$ cat src/rtl/vertex_rotate_project_viewport_top_macros.svh
// Assertion helpers for the vertex transform block.
// Both macros compile away when SYNTHESIS is defined.
`ifndef VERTEX_ROTATE_PROJECT_VIEWPORT_TOP_MACROS_SVH
`define VERTEX_ROTATE_PROJECT_VIEWPORT_TOP_MACROS_SVH

`ifndef SYNTHESIS
`define VRPV_ASSERT_AT(lbl, clk, rstn, prop) \
  lbl: assert property (@(posedge clk) disable iff (!rstn) (prop)) \
    else $error("vrpv assertion failed");
`define VRPV_ASSERT(lbl, prop) `VRPV_ASSERT_AT(lbl, clk_i, rst_ni, prop)
`else
`define VRPV_ASSERT_AT(lbl, clk, rstn, prop)
`define VRPV_ASSERT(lbl, prop)
`endif

`endif

$ cat src/rtl/vrpv_pkg.sv
`default_nettype none

package vrpv_pkg;

  localparam int COEF_W     = 16;  // register and coordinate width
  localparam int SIZE_W     = 11;  // viewport size width
  localparam int CFG_IDX_W  = 3;
  localparam int CFG_DATA_W = 16;
  localparam int TRIG_FRAC  = 14;  // Q2.14 sine/cosine
  localparam int PROJ_FRAC  = 12;  // Q4.12 projection scale
  localparam int DEN_W      = 23;  // w and divisor d, signed
  localparam int NUMP_W     = 40;  // p + d*2^12, signed
  localparam int NUM_W      = 52;  // (p + d*2^12) * size, signed
  localparam int DIVD_W     = NUM_W - PROJ_FRAC - 1;  // |num| >> 13
  localparam int Q_W        = 12;  // quotient bits before saturation
  localparam int PIX_W      = 12;

  localparam logic signed [PIX_W-1:0] PIX_MAX = PIX_W'(2047);
  localparam logic signed [PIX_W-1:0] PIX_MIN = PIX_W'(-2048);

  typedef enum logic [CFG_IDX_W-1:0] {
    REG_COS_Z         = 3'd0,
    REG_SIN_Z         = 3'd1,
    REG_COS_X         = 3'd2,
    REG_SIN_X         = 3'd3,
    REG_PROJ_X_SCALE  = 3'd4,
    REG_PROJ_Y_SCALE  = 3'd5,
    REG_SCREEN_WIDTH  = 3'd6,
    REG_SCREEN_HEIGHT = 3'd7
  } cfg_idx_e;

  typedef struct packed {
    logic signed [COEF_W-1:0] cos_z;
    logic signed [COEF_W-1:0] sin_z;
    logic signed [COEF_W-1:0] cos_x;
    logic signed [COEF_W-1:0] sin_x;
    logic        [COEF_W-1:0] proj_x_scale;
    logic        [COEF_W-1:0] proj_y_scale;
    logic        [SIZE_W-1:0] screen_width;
    logic        [SIZE_W-1:0] screen_height;
  } cfg_t;

  typedef struct packed {
    logic signed [COEF_W-1:0] vertex_x;
    logic signed [COEF_W-1:0] vertex_y;
    logic signed [COEF_W-1:0] vertex_z;
  } vertex_t;

  typedef struct packed {
    logic signed [PIX_W-1:0] screen_x;
    logic signed [PIX_W-1:0] screen_y;
    logic                    w_was_zero;
  } pixel_t;

  // transform front end to divider
  typedef struct packed {
    logic signed [NUM_W-1:0] num_x;
    logic signed [NUM_W-1:0] num_y;
    logic signed [DEN_W-1:0] d;
    logic                    wz;
  } xf_t;

endpackage

`default_nettype wire

$ cat src/rtl/vrpv_pipe_ctl.sv
`default_nettype none
`include "vertex_rotate_project_viewport_top_macros.svh"

module vrpv_pipe_ctl #(
  parameter int STAGES = 4
) (
  input  logic              clk_i,
  input  logic              rst_ni,
  input  logic              in_valid_i,
  output logic              in_ready_o,
  input  logic              out_ready_i,
  output logic [STAGES-1:0] ld_o,
  output logic [STAGES-1:0] valid_o
);

  logic [STAGES-1:0] v_q, v_d, ld;

  // a stage loads when any stage at or after it is empty, or the sink takes
  always_comb begin
    for (int k = 0; k < STAGES; k++) begin
      ld[k] = out_ready_i || !(&(v_q | ((STAGES'(1) << k) - STAGES'(1))));
    end
  end

  always_comb begin
    v_d[0] = ld[0] ? in_valid_i : v_q[0];
    for (int k = 1; k < STAGES; k++) begin
      v_d[k] = ld[k] ? v_q[k-1] : v_q[k];
    end
  end

  always_ff @(posedge clk_i or negedge rst_ni) begin
    if (!rst_ni) begin
      v_q <= '0;
    end else begin
      v_q <= v_d;
    end
  end

  assign in_ready_o = ld[0];
  assign ld_o       = ld;
  assign valid_o    = v_q;

  `VRPV_ASSERT(a_bubble_ready, !(&v_q) |-> in_ready_o)
  `VRPV_ASSERT(a_full_stall, (&v_q && !out_ready_i) |-> !in_ready_o)
  `VRPV_ASSERT(a_accept_fills, (in_valid_i && in_ready_o) |=> v_q[0])
  `VRPV_ASSERT(a_beat_count, 1'b1 |=> $countones(v_q) == $countones($past(v_q))
    + int'($past(in_valid_i && in_ready_o)) - int'($past(v_q[STAGES-1] && out_ready_i)))

endmodule

`default_nettype wire

$ cat src/rtl/vrpv_div.sv
`default_nettype none

module vrpv_div
  import vrpv_pkg::*;
(
  input  logic   clk_i,
  input  logic   rst_ni,
  input  logic   in_valid_i,
  output logic   in_ready_o,
  input  xf_t    in_data_i,
  output logic   out_valid_o,
  input  logic   out_ready_i,
  output pixel_t out_data_o
);

  localparam int LANES  = 2;
  localparam int STAGES = Q_W + 3;  // magnitude, range check, one per bit, saturate

  logic [STAGES-1:0] ld, vld;

  vrpv_pipe_ctl #(.STAGES(STAGES)) u_ctl (
    .clk_i,
    .rst_ni,
    .in_valid_i,
    .in_ready_o,
    .out_ready_i,
    .ld_o    (ld),
    .valid_o (vld)
  );

  assign out_valid_o = vld[STAGES-1];

  // stage 0: magnitudes; den has 13 zero low bits, folded into the dividend
  logic signed [NUM_W-1:0] num [LANES];
  logic        [NUM_W-1:0] mag [LANES];
  logic        [DEN_W-1:0] dmag;

  assign num[0] = in_data_i.num_x;
  assign num[1] = in_data_i.num_y;

  always_comb begin
    for (int l = 0; l < LANES; l++) begin
      mag[l] = num[l][NUM_W-1] ? NUM_W'(-num[l]) : NUM_W'(num[l]);
    end
    dmag = in_data_i.d[DEN_W-1] ? DEN_W'(-in_data_i.d) : DEN_W'(in_data_i.d);
  end

  logic [DIVD_W-1:0] a0_q [LANES];
  logic [LANES-1:0]  neg0_q;
  logic [DEN_W-1:0]  b0_q;
  logic              wz0_q;

  always_ff @(posedge clk_i) begin
    if (ld[0]) begin
      for (int l = 0; l < LANES; l++) begin
        a0_q[l]   <= mag[l][NUM_W-1 -: DIVD_W];
        neg0_q[l] <= num[l][NUM_W-1] ^ in_data_i.d[DEN_W-1];
      end
      b0_q  <= dmag;
      wz0_q <= in_data_i.wz;
    end
  end

  // restoring divide, index 0 is the range check, index j+1 after bit Q_W-1-j
  logic [DIVD_W-1:0] r_q   [Q_W+1][LANES];
  logic [Q_W-1:0]    q_q   [Q_W+1][LANES];
  logic [LANES-1:0]  ovf_q [Q_W+1];
  logic [LANES-1:0]  neg_q [Q_W+1];
  logic [DEN_W-1:0]  b_q   [Q_W+1];
  logic              wz_q  [Q_W+1];

  always_ff @(posedge clk_i) begin
    if (ld[1]) begin
      for (int l = 0; l < LANES; l++) begin
        r_q[0][l]    <= a0_q[l];
        q_q[0][l]    <= '0;
        ovf_q[0][l]  <= a0_q[l] >= (DIVD_W'(b0_q) << Q_W);
      end
      neg_q[0] <= neg0_q;
      b_q[0]   <= b0_q;
      wz_q[0]  <= wz0_q;
    end
  end

  for (genvar j = 0; j < Q_W; j++) begin : g_bit
    localparam int BIT = Q_W - 1 - j;
    logic [DIVD_W-1:0] t;
    logic [LANES-1:0]  ge;

    always_comb begin
      t = DIVD_W'(b_q[j]) << BIT;
      for (int l = 0; l < LANES; l++) begin
        ge[l] = r_q[j][l] >= t;
      end
    end

    always_ff @(posedge clk_i) begin
      if (ld[j+2]) begin
        for (int l = 0; l < LANES; l++) begin
          r_q[j+1][l] <= ge[l] ? r_q[j][l] - t : r_q[j][l];
          q_q[j+1][l] <= q_q[j][l] | (ge[l] ? (Q_W'(1) << BIT) : '0);
        end
        ovf_q[j+1] <= ovf_q[j];
        neg_q[j+1] <= neg_q[j];
        b_q[j+1]   <= b_q[j];
        wz_q[j+1]  <= wz_q[j];
      end
    end
  end

  // sign and clamp; a negative result may reach one step further
  function automatic logic signed [PIX_W-1:0] saturate(
    input logic [Q_W-1:0] q,
    input logic           ovf,
    input logic           neg
  );
    logic signed [PIX_W-1:0] res;
    if (!neg) begin
      res = (ovf || q[Q_W-1]) ? PIX_MAX : PIX_W'(q);
    end else if (ovf || (q[Q_W-1] && |q[Q_W-2:0])) begin
      res = PIX_MIN;
    end else begin
      res = PIX_W'(0) - PIX_W'(q);
    end
    return res;
  endfunction

  always_ff @(posedge clk_i) begin
    if (ld[STAGES-1]) begin
      out_data_o.screen_x   <= saturate(q_q[Q_W][0], ovf_q[Q_W][0], neg_q[Q_W][0]);
      out_data_o.screen_y   <= saturate(q_q[Q_W][1], ovf_q[Q_W][1], neg_q[Q_W][1]);
      out_data_o.w_was_zero <= wz_q[Q_W];
    end
  end

endmodule

`default_nettype wire

$ cat config.mk
export PLATFORM = sky130hd
export DESIGN_NAME = vrpv_div
export DESIGN_NICKNAME = d
export VERILOG_FILES = /design/src/rtl/vrpv_pkg.sv /design/src/rtl/vrpv_pipe_ctl.sv /design/src/rtl/vrpv_div.sv
export VERILOG_INCLUDE_DIRS = /design/src /design/src/rtl
export SDC_FILE = /design/constraint.sdc
export NUM_CORES = 2
export LEC_CHECK = 0
export BUFFER_PORTS_ARGS = -buffer_cell sky130_fd_sc_hd__clkbuf_2
export CAP_MARGIN = 20
export CELL_PAD_IN_SITES_DETAIL_PLACEMENT = 1
export CELL_PAD_IN_SITES_GLOBAL_PLACEMENT = 1
export CORE_MARGIN = 3
export CORE_UTILIZATION = 56
export DETAILED_ROUTE_END_ITERATION = 16
export PLACE_DENSITY = 0.89
export SYNTH_ARGS = -nofsm -noshare
export SYNTH_HDL_FRONTEND = slang
export SYNTH_SLANG_ARGS = --single-unit
$ cat constraint.sdc
create_clock -name clk_i -period 19.5 [get_ports clk_i]
set_input_delay 2.925 -clock clk_i [delete_from_list [all_inputs] [get_ports clk_i]]
set_output_delay 2.925 -clock clk_i [all_outputs]
set_load 0.05 [all_outputs]
==> metrics.csv <==
metric,value,unit
grt_pass1_wl,444,mm
h-tree-depth,4,
cts_buffers,166,
drc,0,
area_growth,10.4,%
p_clk_share,19.0,%
gp_congestion,0.985,
slew_headroom,15.6,%
drtPass1Iterations,6,
row_count,145,
die_h,403,microns
layout-drive-gt1-share,7.94,%
finalSetupViolCount,0,
hold_path_class,register to register,
grt_usage,35.8,%
synth_top_cell_by_area,edfxtp_1,
arrival,7250,ps
post-route-util,62.3,%
synth_top_area_share,53.1,%
hold_viol,0,
syn-num-nets,8633,
dieArea,0.163,sq mm
coreArea,0.157,sq mm
root_buffer,clkbuf_16,
fin_nets,8858,
period_needed,10170,ps
end_kind,primary output,
ios,159,
clk_latency,870,ps
cts_tree,done,
fin_area,0.0976,sq mm
combinationalPowerShare,45.2,%
viasPerCell,6.57,
detail_route.wl_per_cell,28.6,microns
skew,92.0,ps
rsz0062_at_grt,no,
ys_top_cells_by_area,"edfxtp_1 53%, ha_1 8.5%, xnor2_1 4.0%, a21oi_1 3.1%, xor2_1 3.1%",
p_leak,38.1,nW
holdBufCountCts,0,
postCtsSetupBuffers,0,
slew_viol_final,0,
p_switching,7.41,mW
power,17.8,mW
synthSimpleGateAreaFrac,12.5,%
final.setup.tns,0,ps
ir_drop,0.000118,V
cts_resized,0,
crit_fanout,53,
start_util,56.4,%
synth_cell_type_count,91,
yosysSeqAreaShare,53.5,%
cellInternalPower,10.4,mW
synth_fa_ha_area_share,9.01,%
fill_cells,16000,
avgSynthCellArea,11.2,sq um
required,16570,ps
grt_pass1_vias,72800,
tightest_slew,1250,ps
overflow,0,
fmax,98.3,MHz
drt_wl_total,294,mm
path_clk_slew,70,ps
netlist_instances,7878,
cts_sinks,1577,
vias,67600,
portBuffers,158,
synth-edff-count,1562,
die_width,403,microns
synthArstFlopShare,0.951,%
seqPwrFrac,35.8,%
drtIter0Drc,5902,
drv_cap,0,
synth_xor_area_share,7.16,%
holdWs,408,ps
clockBufferDepth,3,
switching_share,41.7,%
crit_type,input pin to primary output,
dpl_cell_area,0.0918,sq mm
ff_latch_area,0.0473,sq mm
fin_crit_sh,52.2,%
cellPowerDensity,182,mW/mm^2
synth_seq_cells,1577,
synth-compound-area-share,14.0,%
antenna_found_initial,15,
synth_mux_area_share,0.967,%
yosys_warnings,0,
hpwlAfterDp,211,mm
ant_nets,0,
multi_input_area,0.0388,sq mm
synth_top_family_by_area,compound AO/OA/AOI/OAI gates,
grt_start_max_net_pins,78,
synth_flop_cell,edfxtp_1,
crit_path_start_kind,input pin,
run_status,"complete, no violations",
synth_area,0.0884,sq mm
-- cell usage after synthesis (17+ instances only) --
library cell  count
clkbuf_1        142
o211ai_1         29
a2111oi_0        21
o31ai_1          79
nor4b_1          27
o22ai_1          23
o31a_1           20
nand4_1         102
fa_1             22
nand2b_1        125
a21oi_1         554
a21o_1          271
nand2_1         670
o21bai_1         52
and3_1           36
a31oi_1          54
o41ai_1          20
a211oi_1         61
or2_2            40
o21a_1           75
edfxtp_1       1562
o21ai_0         552
nand4b_1         19
a211o_1          28
nor2b_1          88
mux2_2           67
ha_1            601
xor2_1          316
or4_1            44
and2_1           28
nor3_1          162
inv_1           492
xnor2_1         406
nand3_1         122
nor2_1          498
o2111ai_1        17
nor4_1          119
or3_1            72
nor3b_1          20
-- critical path, cell delays in order --
cell and delay [ps]:
clkbuf_2 80, nor2b_1 250, and3_1 370, and3_1 300
and2_1 370, inv_4 320, nor2_1 410, and2_1 410
nand3_4 490, nor2_1 570, nand2_4 360, clkbuf_2 350
-- logic make-up (layout without fill, tap and decap cells) --
family          Yosys count  in the layout
fa+ha+maj               623            623
xor+xnor                722            722
simple gates           2235           2235
flops                  1577           1577
mux                      77             77
other cells               0              4
buf+inv                 657           1019
compound gates         1987           1987
-- worst paths after layout --
check                            start                 to  slack [ps]  cells past startpoint
max                        out_ready_i         in_ready_o        9330                     12
min                         q_q[1][80]        q_q[1][104]         410                      0
max reg2reg                 b_q[1][46]        r_q[1][310]       14000                     13
min reg2reg                 q_q[1][80]        q_q[1][104]         410                      0
max in group asynchronous       rst_ni  u_ctl.valid_o[12]       17150                      1
min in group asynchronous       rst_ni   u_ctl.valid_o[0]        2000                      1
-- placed cells by master (no fill, tap or decap), drive strengths merged, types with 119 or more instances in the layout --
cell type	instances
edfxtp	1562
nor3	164
nor4	119
inv	496
clkbuf	361
nor2	498
nand3	123
nand2	670
xor2	316
a21o	271
nand2b	125
xnor2	406
o21ai	559
ha	601
a21oi	554
-- power by group through the flow --
stage          registers, mW  clock network [mW]  logic (mW)
4_1_cts                 6.32                3.38        7.89
3_5_place_dp            6.35                   0        7.60
2_1_floorplan           5.92                   0        5.45
5_1_grt                 6.42                3.52        8.69
3_3_place_gp            6.27                   0        7.12
6_report                6.37                3.37        8.03
-- layer usage --
layer | track usage [%] | part of all wire (%) | up-vias
li1 | - | - | 29800
met1 | 37.2 | 34 | 33300
met2 | 63.6 | 51 | 3136
met3 | 6.55 | 5.7 | 1388
met4 | 28.4 | 9.3 | 16
met5 | 0 | 0.034 | -
-- sequential cells by signal, summed over array words and instances (netlist names) --
| name | cells |
|---|---|
| b_q | 276 |
| b0_q | 23 |
| wz_q | 13 |
| u_ctl.valid_o | 15 |
| neg_q | 26 |
| q_q | 156 |
| r_q | 936 |
| ovf_q | 26 |
| out_data_o | 25 |
| wz0_q | 1 |
| neg0_q | 2 |
| a0_q | 78 |
-- final cells by class --
class | instances | share of cell area (%)
antenna | 4 | 0.0103
sequential | 1577 | 48.5
timing repair buffer | 218 | 1.30
inverter | 496 | 1.92
clock buffer | 202 | 4.46
clock inverter | 103 | 1.42
tap | 2058 | 2.64
multi-input combinational | 5644 | 39.8
-- metrics by stage --
stage | worst slack [ps] | std cells
after floorplan | 4790 | 7878
after global placement | 9820 | 9984
after detailed placement | 9530 | 9990
after CTS | 9350 | 10300
after global routing | 9100 | 10300
final | 9330 | 10300
(Power assumes the default switching activity.)
